==> src/design/mma_pkg.sv <==
// ----------------------------------------------------------------------------
// Moving average package
// Field widths, payload types, register map and the air-quality class table.
// ----------------------------------------------------------------------------
package mma_pkg;

    localparam int CHANNEL_W             = 3;
    localparam int SAMPLE_W              = 16;
    localparam int INDEX_W               = 3;
    localparam int WINDOW_W              = 5;
    localparam int PADDR_W               = 3;
    localparam int PDATA_W               = 32;

    localparam int DEFAULT_WINDOW_DEPTH  = 16;
    localparam int DEFAULT_CHANNELS      = 8;

    localparam logic [WINDOW_W-1:0]  WINDOW_RESET        = 5'd16;
    localparam logic [CHANNEL_W-1:0] PARTICULATE_CHANNEL = 3'd2;

    // register index, taken from paddr[2]
    localparam logic REG_WINDOW_POINTS = 1'b0;

    localparam logic [SAMPLE_W-1:0] LIMIT_CLASS_5 = 16'd180;
    localparam logic [SAMPLE_W-1:0] LIMIT_CLASS_4 = 16'd90;
    localparam logic [SAMPLE_W-1:0] LIMIT_CLASS_3 = 16'd50;
    localparam logic [SAMPLE_W-1:0] LIMIT_CLASS_2 = 16'd25;

    typedef struct packed {
        logic [CHANNEL_W-1:0] channel;
        logic [SAMPLE_W-1:0]  sample_value;
    } sample_t;

    typedef struct packed {
        logic [CHANNEL_W-1:0] out_channel;
        logic [SAMPLE_W-1:0]  mean_value;
        logic [INDEX_W-1:0]   air_index;
    } result_t;

    function automatic logic [INDEX_W-1:0] quality_class(input logic [SAMPLE_W-1:0] m);
        logic [INDEX_W-1:0] q;
        if (m > LIMIT_CLASS_5)
            q = 3'd5;
        else if (m > LIMIT_CLASS_4)
            q = 3'd4;
        else if (m > LIMIT_CLASS_3)
            q = 3'd3;
        else if (m > LIMIT_CLASS_2)
            q = 3'd2;
        else
            q = 3'd1;
        return q;
    endfunction

endpackage

==> src/design/multichannel_moving_average_aqi.sv <==
// ----------------------------------------------------------------------------
// Multichannel moving average with air-quality index
// Per-channel boxcar mean over a configurable window, bit-serial division.
// ----------------------------------------------------------------------------
// Each request carries one sample for one channel and yields one result: the
// channel's window sum divided by window_points clamped to 1..WINDOW_DEPTH
// (truncated), plus the air-quality class 1..5 of the latest particulate
// (channel 2) mean. An item passes through one sample-store read, one
// subtract, one add, then a restoring divider that produces one quotient bit
// per cycle over the SUM_W-bit running sum while no window_points write
// stalls it. A finished result waits in the output register while the next
// request is taken. Channels at or above CHANNELS are dropped without a
// result. Writing window_points empties every window and holds off requests
// for that cycle; a per-channel count of written slots makes slots not written
// since the last clear read as zero, so no clearing pass is needed after reset.
module multichannel_moving_average_aqi #(
    parameter int WINDOW_DEPTH = mma_pkg::DEFAULT_WINDOW_DEPTH,
    parameter int CHANNELS     = mma_pkg::DEFAULT_CHANNELS
) (
    input  logic                          clk,
    input  logic                          rst_n,
    input  logic                          sample_valid,
    output logic                          sample_ready,
    input  mma_pkg::sample_t              sample,
    output logic                          result_valid,
    input  logic                          result_ready,
    output mma_pkg::result_t              result,
    input  logic                          psel,
    input  logic                          penable,
    input  logic                          pwrite,
    input  logic [mma_pkg::PADDR_W-1:0]   paddr,
    input  logic [mma_pkg::PDATA_W-1:0]   pwdata,
    output logic [mma_pkg::PDATA_W-1:0]   prdata,
    output logic                          pready
);

    import mma_pkg::*;

    localparam int PTR_W    = (WINDOW_DEPTH > 1) ? $clog2(WINDOW_DEPTH) : 1;
    localparam int CNT_W    = $clog2(WINDOW_DEPTH + 1);
    localparam int SUM_W    = SAMPLE_W + $clog2(WINDOW_DEPTH);
    localparam int BIT_W    = $clog2(SUM_W);
    localparam int CH_IDX_W = (CHANNELS > 1) ? $clog2(CHANNELS) : 1;
    localparam int MEM_D    = CHANNELS * WINDOW_DEPTH;
    localparam int ADDR_W   = (MEM_D > 1) ? $clog2(MEM_D) : 1;

    typedef enum logic [2:0] {
        IDLE_S,
        READ_S,
        SUB_S,
        ADD_S,
        DIV_S,
        DONE_S
    } state_t;

    state_t                 state_reg;
    logic [WINDOW_W-1:0]    window_reg;
    logic [CNT_W-1:0]       fill_reg   [CHANNELS];
    logic [PTR_W-1:0]       oldest_reg [CHANNELS];
    logic [SUM_W-1:0]       sum_reg    [CHANNELS];
    logic [CNT_W-1:0]       hw_reg     [CHANNELS];
    logic [SAMPLE_W-1:0]    pm_reg;

    logic [CHANNEL_W-1:0]   ch_reg;
    logic [CH_IDX_W-1:0]    ch_idx_reg;
    logic [SAMPLE_W-1:0]    value_reg;
    logic [PTR_W-1:0]       slot_reg;
    logic                   full_reg;
    logic [SUM_W-1:0]       acc_reg;
    logic [SUM_W-1:0]       quo_reg;
    logic [CNT_W:0]         rem_reg;
    logic [BIT_W-1:0]       bit_reg;
    logic                   result_valid_reg;
    result_t                result_reg;

    logic [SAMPLE_W-1:0]    mem [MEM_D];
    logic [SAMPLE_W-1:0]    rd_data_reg;

    logic [CNT_W-1:0]       win_eff;
    logic [CH_IDX_W-1:0]    idx_in;
    logic                   ch_ok;
    logic [CNT_W:0]         slot_sum;
    logic [PTR_W-1:0]       slot_next;
    logic                   full_next;
    logic [PTR_W-1:0]       oldest_next;
    logic [ADDR_W-1:0]      mem_addr;
    logic                   mem_we;
    logic [SAMPLE_W-1:0]    old_sample;
    logic [CNT_W:0]         trial;
    logic                   qbit;
    logic [CNT_W:0]         rem_next;
    logic [SUM_W-1:0]       quo_next;
    logic [SAMPLE_W-1:0]    pm_next;
    logic                   cfg_write;
    logic                   result_load;

    assign sample_ready = (state_reg == IDLE_S) && !cfg_write;
    assign result_valid = result_valid_reg;
    assign result       = result_reg;
    assign pready       = 1'b1;
    assign cfg_write    = psel && penable && pwrite && (paddr[2] == REG_WINDOW_POINTS);
    assign prdata       = (paddr[2] == REG_WINDOW_POINTS) ?
                          {{(PDATA_W-WINDOW_W){1'b0}}, window_reg} : '0;

    always_comb
    begin
        if (window_reg == '0)
            win_eff = CNT_W'(1);
        else if (32'(window_reg) > WINDOW_DEPTH)
            win_eff = CNT_W'(WINDOW_DEPTH);
        else
            win_eff = CNT_W'(window_reg);

        idx_in    = CH_IDX_W'(sample.channel);
        ch_ok     = (32'(sample.channel) < CHANNELS);
        full_next = (fill_reg[idx_in] >= win_eff);
        slot_sum  = (CNT_W+1)'(oldest_reg[idx_in]) + (CNT_W+1)'(fill_reg[idx_in]);
        if (full_next)
            slot_next = oldest_reg[idx_in];
        else if (32'(slot_sum) >= WINDOW_DEPTH)
            slot_next = PTR_W'(32'(slot_sum) - WINDOW_DEPTH);
        else
            slot_next = PTR_W'(slot_sum);

        oldest_next = (slot_reg == PTR_W'(WINDOW_DEPTH - 1)) ? '0 : slot_reg + PTR_W'(1);
        mem_addr    = ADDR_W'(32'(ch_idx_reg) * WINDOW_DEPTH + 32'(slot_reg));
        mem_we      = (state_reg == SUB_S) && !cfg_write;
        old_sample  = (CNT_W'(slot_reg) < hw_reg[ch_idx_reg]) ? rd_data_reg : '0;

        trial = {rem_reg[CNT_W-1:0], quo_reg[SUM_W-1]};
        qbit  = (trial >= {1'b0, win_eff});
        rem_next = qbit ? trial - {1'b0, win_eff} : trial;
        quo_next = {quo_reg[SUM_W-2:0], qbit};

        pm_next = (ch_reg == PARTICULATE_CHANNEL) ? quo_reg[SAMPLE_W-1:0] : pm_reg;

        result_load = (state_reg == DONE_S) && !cfg_write &&
                      (!result_valid_reg || result_ready);
    end

    always_ff @(posedge clk)
    begin
        if (mem_we)
            mem[mem_addr] <= value_reg;
        rd_data_reg <= mem[mem_addr];
    end

    always_ff @(posedge clk or negedge rst_n)
    begin
        if (!rst_n)
        begin
            state_reg        <= IDLE_S;
            window_reg       <= WINDOW_RESET;
            pm_reg           <= '0;
            result_valid_reg <= 1'b0;
            result_reg       <= '0;
            ch_reg           <= '0;
            ch_idx_reg       <= '0;
            value_reg        <= '0;
            slot_reg         <= '0;
            full_reg         <= 1'b0;
            acc_reg          <= '0;
            quo_reg          <= '0;
            rem_reg          <= '0;
            bit_reg          <= '0;
            for (int i = 0; i < CHANNELS; i++)
            begin
                fill_reg[i]   <= '0;
                oldest_reg[i] <= '0;
                sum_reg[i]    <= '0;
                hw_reg[i]     <= '0;
            end
        end
        else
        begin
            if (result_load)
                result_valid_reg <= 1'b1;
            else if (result_ready)
                result_valid_reg <= 1'b0;

            if (cfg_write)
            begin
                window_reg <= pwdata[WINDOW_W-1:0];
                pm_reg     <= '0;
                for (int i = 0; i < CHANNELS; i++)
                begin
                    fill_reg[i]   <= '0;
                    oldest_reg[i] <= '0;
                    sum_reg[i]    <= '0;
                    hw_reg[i]     <= '0;
                end
            end
            else
            begin
                case (state_reg)
                    IDLE_S:
                    begin
                        if (sample_valid && ch_ok)
                        begin
                            ch_reg     <= sample.channel;
                            ch_idx_reg <= idx_in;
                            value_reg  <= sample.sample_value;
                            slot_reg   <= slot_next;
                            full_reg   <= full_next;
                            state_reg  <= READ_S;
                        end
                    end
                    READ_S:
                    begin
                        state_reg <= SUB_S;
                    end
                    SUB_S:
                    begin
                        // drop the oldest sample when the window is full
                        if (full_reg)
                        begin
                            acc_reg                <= sum_reg[ch_idx_reg] - SUM_W'(old_sample);
                            oldest_reg[ch_idx_reg] <= oldest_next;
                        end
                        else
                        begin
                            acc_reg              <= sum_reg[ch_idx_reg];
                            fill_reg[ch_idx_reg] <= fill_reg[ch_idx_reg] + CNT_W'(1);
                        end
                        if (CNT_W'(slot_reg) >= hw_reg[ch_idx_reg])
                            hw_reg[ch_idx_reg] <= CNT_W'(slot_reg) + CNT_W'(1);
                        state_reg <= ADD_S;
                    end
                    ADD_S:
                    begin
                        sum_reg[ch_idx_reg] <= acc_reg + SUM_W'(value_reg);
                        quo_reg             <= acc_reg + SUM_W'(value_reg);
                        rem_reg             <= '0;
                        bit_reg             <= BIT_W'(SUM_W - 1);
                        state_reg           <= DIV_S;
                    end
                    DIV_S:
                    begin
                        quo_reg <= quo_next;
                        rem_reg <= rem_next;
                        bit_reg <= bit_reg - BIT_W'(1);
                        if (bit_reg == '0)
                            state_reg <= DONE_S;
                    end
                    DONE_S:
                    begin
                        // hold until the output register is free
                        if (result_load)
                        begin
                            pm_reg                 <= pm_next;
                            result_reg.out_channel <= ch_reg;
                            result_reg.mean_value  <= quo_reg[SAMPLE_W-1:0];
                            result_reg.air_index   <= quality_class(pm_next);
                            state_reg              <= IDLE_S;
                        end
                    end
                    default:
                    begin
                        state_reg <= IDLE_S;
                    end
                endcase
            end
        end
    end

`ifndef NO_ASSERTIONS
    a_fill_bound: assert property (@(posedge clk) disable iff (!rst_n)
        fill_reg[ch_idx_reg] <= win_eff)
        else $error("fill count above window");

    a_result_from_done: assert property (@(posedge clk) disable iff (!rst_n)
        $rose(result_valid) |-> $past(state_reg == DONE_S))
        else $error("result raised outside the done state");

    a_rem_bound: assert property (@(posedge clk) disable iff (!rst_n)
        (state_reg == DIV_S) |=> (rem_reg < {1'b0, win_eff}))
        else $error("divider remainder not below window");

    a_div_length: assert property (@(posedge clk) disable iff (!rst_n)
        (state_reg == DIV_S) && (bit_reg != '0) |=> (state_reg == DIV_S))
        else $error("divider left early");
`endif

endmodule

==> config.mk <==
export PLATFORM = sky130hd
export DESIGN_NAME = multichannel_moving_average_aqi
export DESIGN_NICKNAME = d
export VERILOG_FILES = /design/src/design/mma_pkg.sv /design/src/design/multichannel_moving_average_aqi.sv
export SDC_FILE = /design/constraint.sdc
export NUM_CORES = 2
export LEC_CHECK = 0
export BUFFER_PORTS_ARGS = -buffer_cell sky130_fd_sc_hd__buf_2
export CAP_MARGIN = 10
export CORE_MARGIN = 2
export CORE_UTILIZATION = 33
export DETAILED_ROUTE_END_ITERATION = 8
export GPL_ROUTABILITY_DRIVEN = 0
export PLACE_DENSITY_LB_ADDON = 0.12
export SLEW_MARGIN = 0
export SYNTH_ARGS = -nofsm -noshare
export SYNTH_HDL_FRONTEND = slang
export SYNTH_SLANG_ARGS = --single-unit
==> constraint.sdc <==
create_clock -name clk -period 5.45 [get_ports clk]
set_input_delay 0.2725 -clock clk [delete_from_list [all_inputs] [get_ports clk]]
set_output_delay 0.2725 -clock clk [all_outputs]
set_load 0.02 [all_outputs]
==> out/qor.yml <==
status: "completed"
drt_iter0_drc: 7407
dr.pass1.iters: 7
cts_max_path_buffers: 4
io_pins: 118
cts_resized: 0
wl_per_cell_microns: 34.41
hpwlAfterDp_mm: 232.4
clkTransAtPathRegs_ps: 60
vias: 62394
synth_top_family_by_area: "compound AO/OA/AOI/OAI gates"
fmax_mhz: 200.2
grt_pass1_wl_mm: 518.4
design_area_sq_um: 116400
cp-end-kind: "flip-flop"
placed_cell_area_sq_um: 107100
rows: 202
avgSynthCellArea_sq_um: 15.83
fin_nets: 6846
synth_seq_cells: 2457
period_share_pct: 91.64
cts_max_level: 5
yosys-top-cells-count: "2,048 x edfxtp_1, 488 x nand2_1, 437 x nor2_1"
cts_buffers: 283
synth.mux.area_fraction_pct: 8.763
clk_latency_ps: 920
fill_cells: 28228
yosys.area_share.simple_pct: 4.868
grt_use_total_pct: 24.01
critical_path_class: "flip-flop to flip-flop"
yosysMostFrequentCell: "edfxtp_1"
grt_max_degree: 143
synth.area.top_cells: "edfxtp_1 61%, dfrtp_1 9.8%, mux4_2 4.4%"
worstPathMaxFanout: 15
ys_warn_count: 0
antenna_found_initial: 34
p_total_uw: 70700
die_area_sq_um: 307500
finalSetupTns_ps: 0
fin_ws_ps: 455.6
hp-class: "input port to flip-flop"
synthXorXnorAreaFrac_pct: 0.3728
via_per_inst: 5.709
cts.sinks: 2457
setup_viol: 0
maxSlewHeadroom_pct: 11.95
synth_edf_count: 2048
syn2layout_area_growth_pct: 16.39
cts_root_buf: "clkbuf_16"
grt_pass1_vias: 61397
synth-compound-area-share_pct: 10.91
finalHoldViolations: 0
final_layout_size_suffix_gt1_share_pct: 20.51
synthArstFlopShare_pct: 16.00
synth-adder-area-share_pct: 0.7556
ir_drop_uv: 433.0
holdBufCountCts: 40
post-cts-setup-buffers: 0
tightest_slew_ps: 1312
rsz0062_at_grt: "no"
largest_reg_flops: 2048
drv_slew: 0
drt_wl_total_mm: 376.1
synthFlopType: "edfxtp_1"
synth_cells: 6319
core_sq_um: 302300
worstPathRequired_ps: 6260
skew_ps: 61.74
initial_core_util_pct: 33.09
io_buffers: 60
antenna_left: 0
critPathLaunchType: "flip-flop"
cts_tree: "built"
power_per_cell_area_nw_per_um2: 607.4
synth_top_area_share_pct: 61.49
synth_area_sq_um: 100000
die_w_microns: 554.5
synth.distinct_cells: 100
p_leak_uw: 0.03926
fp.dieH_microns: 554.5
dp_slack_ps: 471.8
maxCapViolCount: 0
synth_top_area_cell: "edfxtp_1"
holdWs_ps: 61.23
ys_seq_area_share_pct: 71.65
grt_overflow: 0
period_minus_slack_ps: 4994
cp.arrival_ps: 5800
remaining_drc_errors: 0
[power by group]
group	switching (uW)	internal [uW]	total, uW
Sequential	1450	24200	25600
Clock	7960	10600	18500
Combinational	18800	7770	26600
[kinds of logic after synthesis]
family	after synthesis
AND/OR/NAND/NOR	1146
flip-flops	2457
XOR/XNOR	40
other	2
buffers and inverters	484
AO/OA/AOI/OAI	1521
multiplexers	611
adder cells (fa/ha/maj)	58
[layout by cell type, fill, tap and decap left out, types with 29 or more instances in the layout]
cell type,n
nor2_1,319
edfxtp_1,2048
o221ai_1,66
nand2_1,484
dlygate4sd3_1,39
nand3_1,67
mux2i_1,282
mux4_2,195
a221oi_1,253
a21oi_1,256
a21o_1,29
nor2_2,116
ha_1,54
clkinv_1,52
buf_2,61
mux2_2,130
clkbuf_1,68
inv_1,30
dfrtp_1,369
clkinv_2,41
nor3_1,29
o22ai_1,57
o21ai_0,264
buf_4,412
buf_12,32
a22o_1,177
a22oi_1,141
clkbuf_16,288
a211oi_1,40
[worst max-delay path, cell delays in order, from the launching register on]
cell and delay, ps:
dfrtp_4 540, or2_2 400, nor2_4 230, a22oi_1 140, nand2_1 80, a21oi_1 50
ha_1 330, a21o_1 160, a21oi_1 210, a21o_1 200, buf_4 220, nand2_1 120
ha_1 290, nor2b_1 130, o21a_1 180, o211ai_1 310, a21oi_1 160, nor3_1 410
o31ai_1 230, a2111o_1 450, o211ai_1 90
[final cells by class]
cell class	instances	area (sq um)	share of cell area (%)
Antenna cell	8	20.02	0.01720
Clock buffer	367	7614	6.541
Clock inverter	135	1234	1.060
Inverter	35	146.4	0.1258
Multi-Input combinational cell	3404	26200	22.51
Sequential cell	2457	71740	61.63
Tap cell	3978	4977	4.276
Timing Repair Buffer	546	4472	3.842
[path summary, 6_finish.rpt]
check	startpoint	endpoint	slack [ps]	cells after the start
max in group asynchronous	rst_n	slot_reg[3]	3900	4
setup / recovery	ch_idx_reg[2]	acc_reg[17]	460	20
min in group asynchronous	rst_n	sum_reg[106]	370	3
hold reg to reg	result[3]	result[3]	470	2
hold / removal	sample[16]	ch_idx_reg[0]	60	2
setup reg to reg	ch_idx_reg[2]	acc_reg[17]	460	20
[metrics by stage]
| step | cells | utilization [%] |
|---|---|---|
| final | 10930 | 38.51 |
| after detailed placement | 10380 | 35.44 |
| after global routing | 10924 | 38.50 |
| after CTS | 10922 | 38.50 |
| after global placement | 10377 | 35.43 |
| after floorplan | 6345 | - |
[routing by layer]
layer  wire [microns]  GRT usage [%]  part of all wire [%]  up-vias
met5               62              0                 0.016        -
met1           160600          33.03                    43    33451
met3            24040          3.450                   6.4      522
met2           178700          39.13                    48     2484
met4            12750          7.609                   3.4        8
li1                 -              -                     -    25929
(Power assumes the default switching activity.)
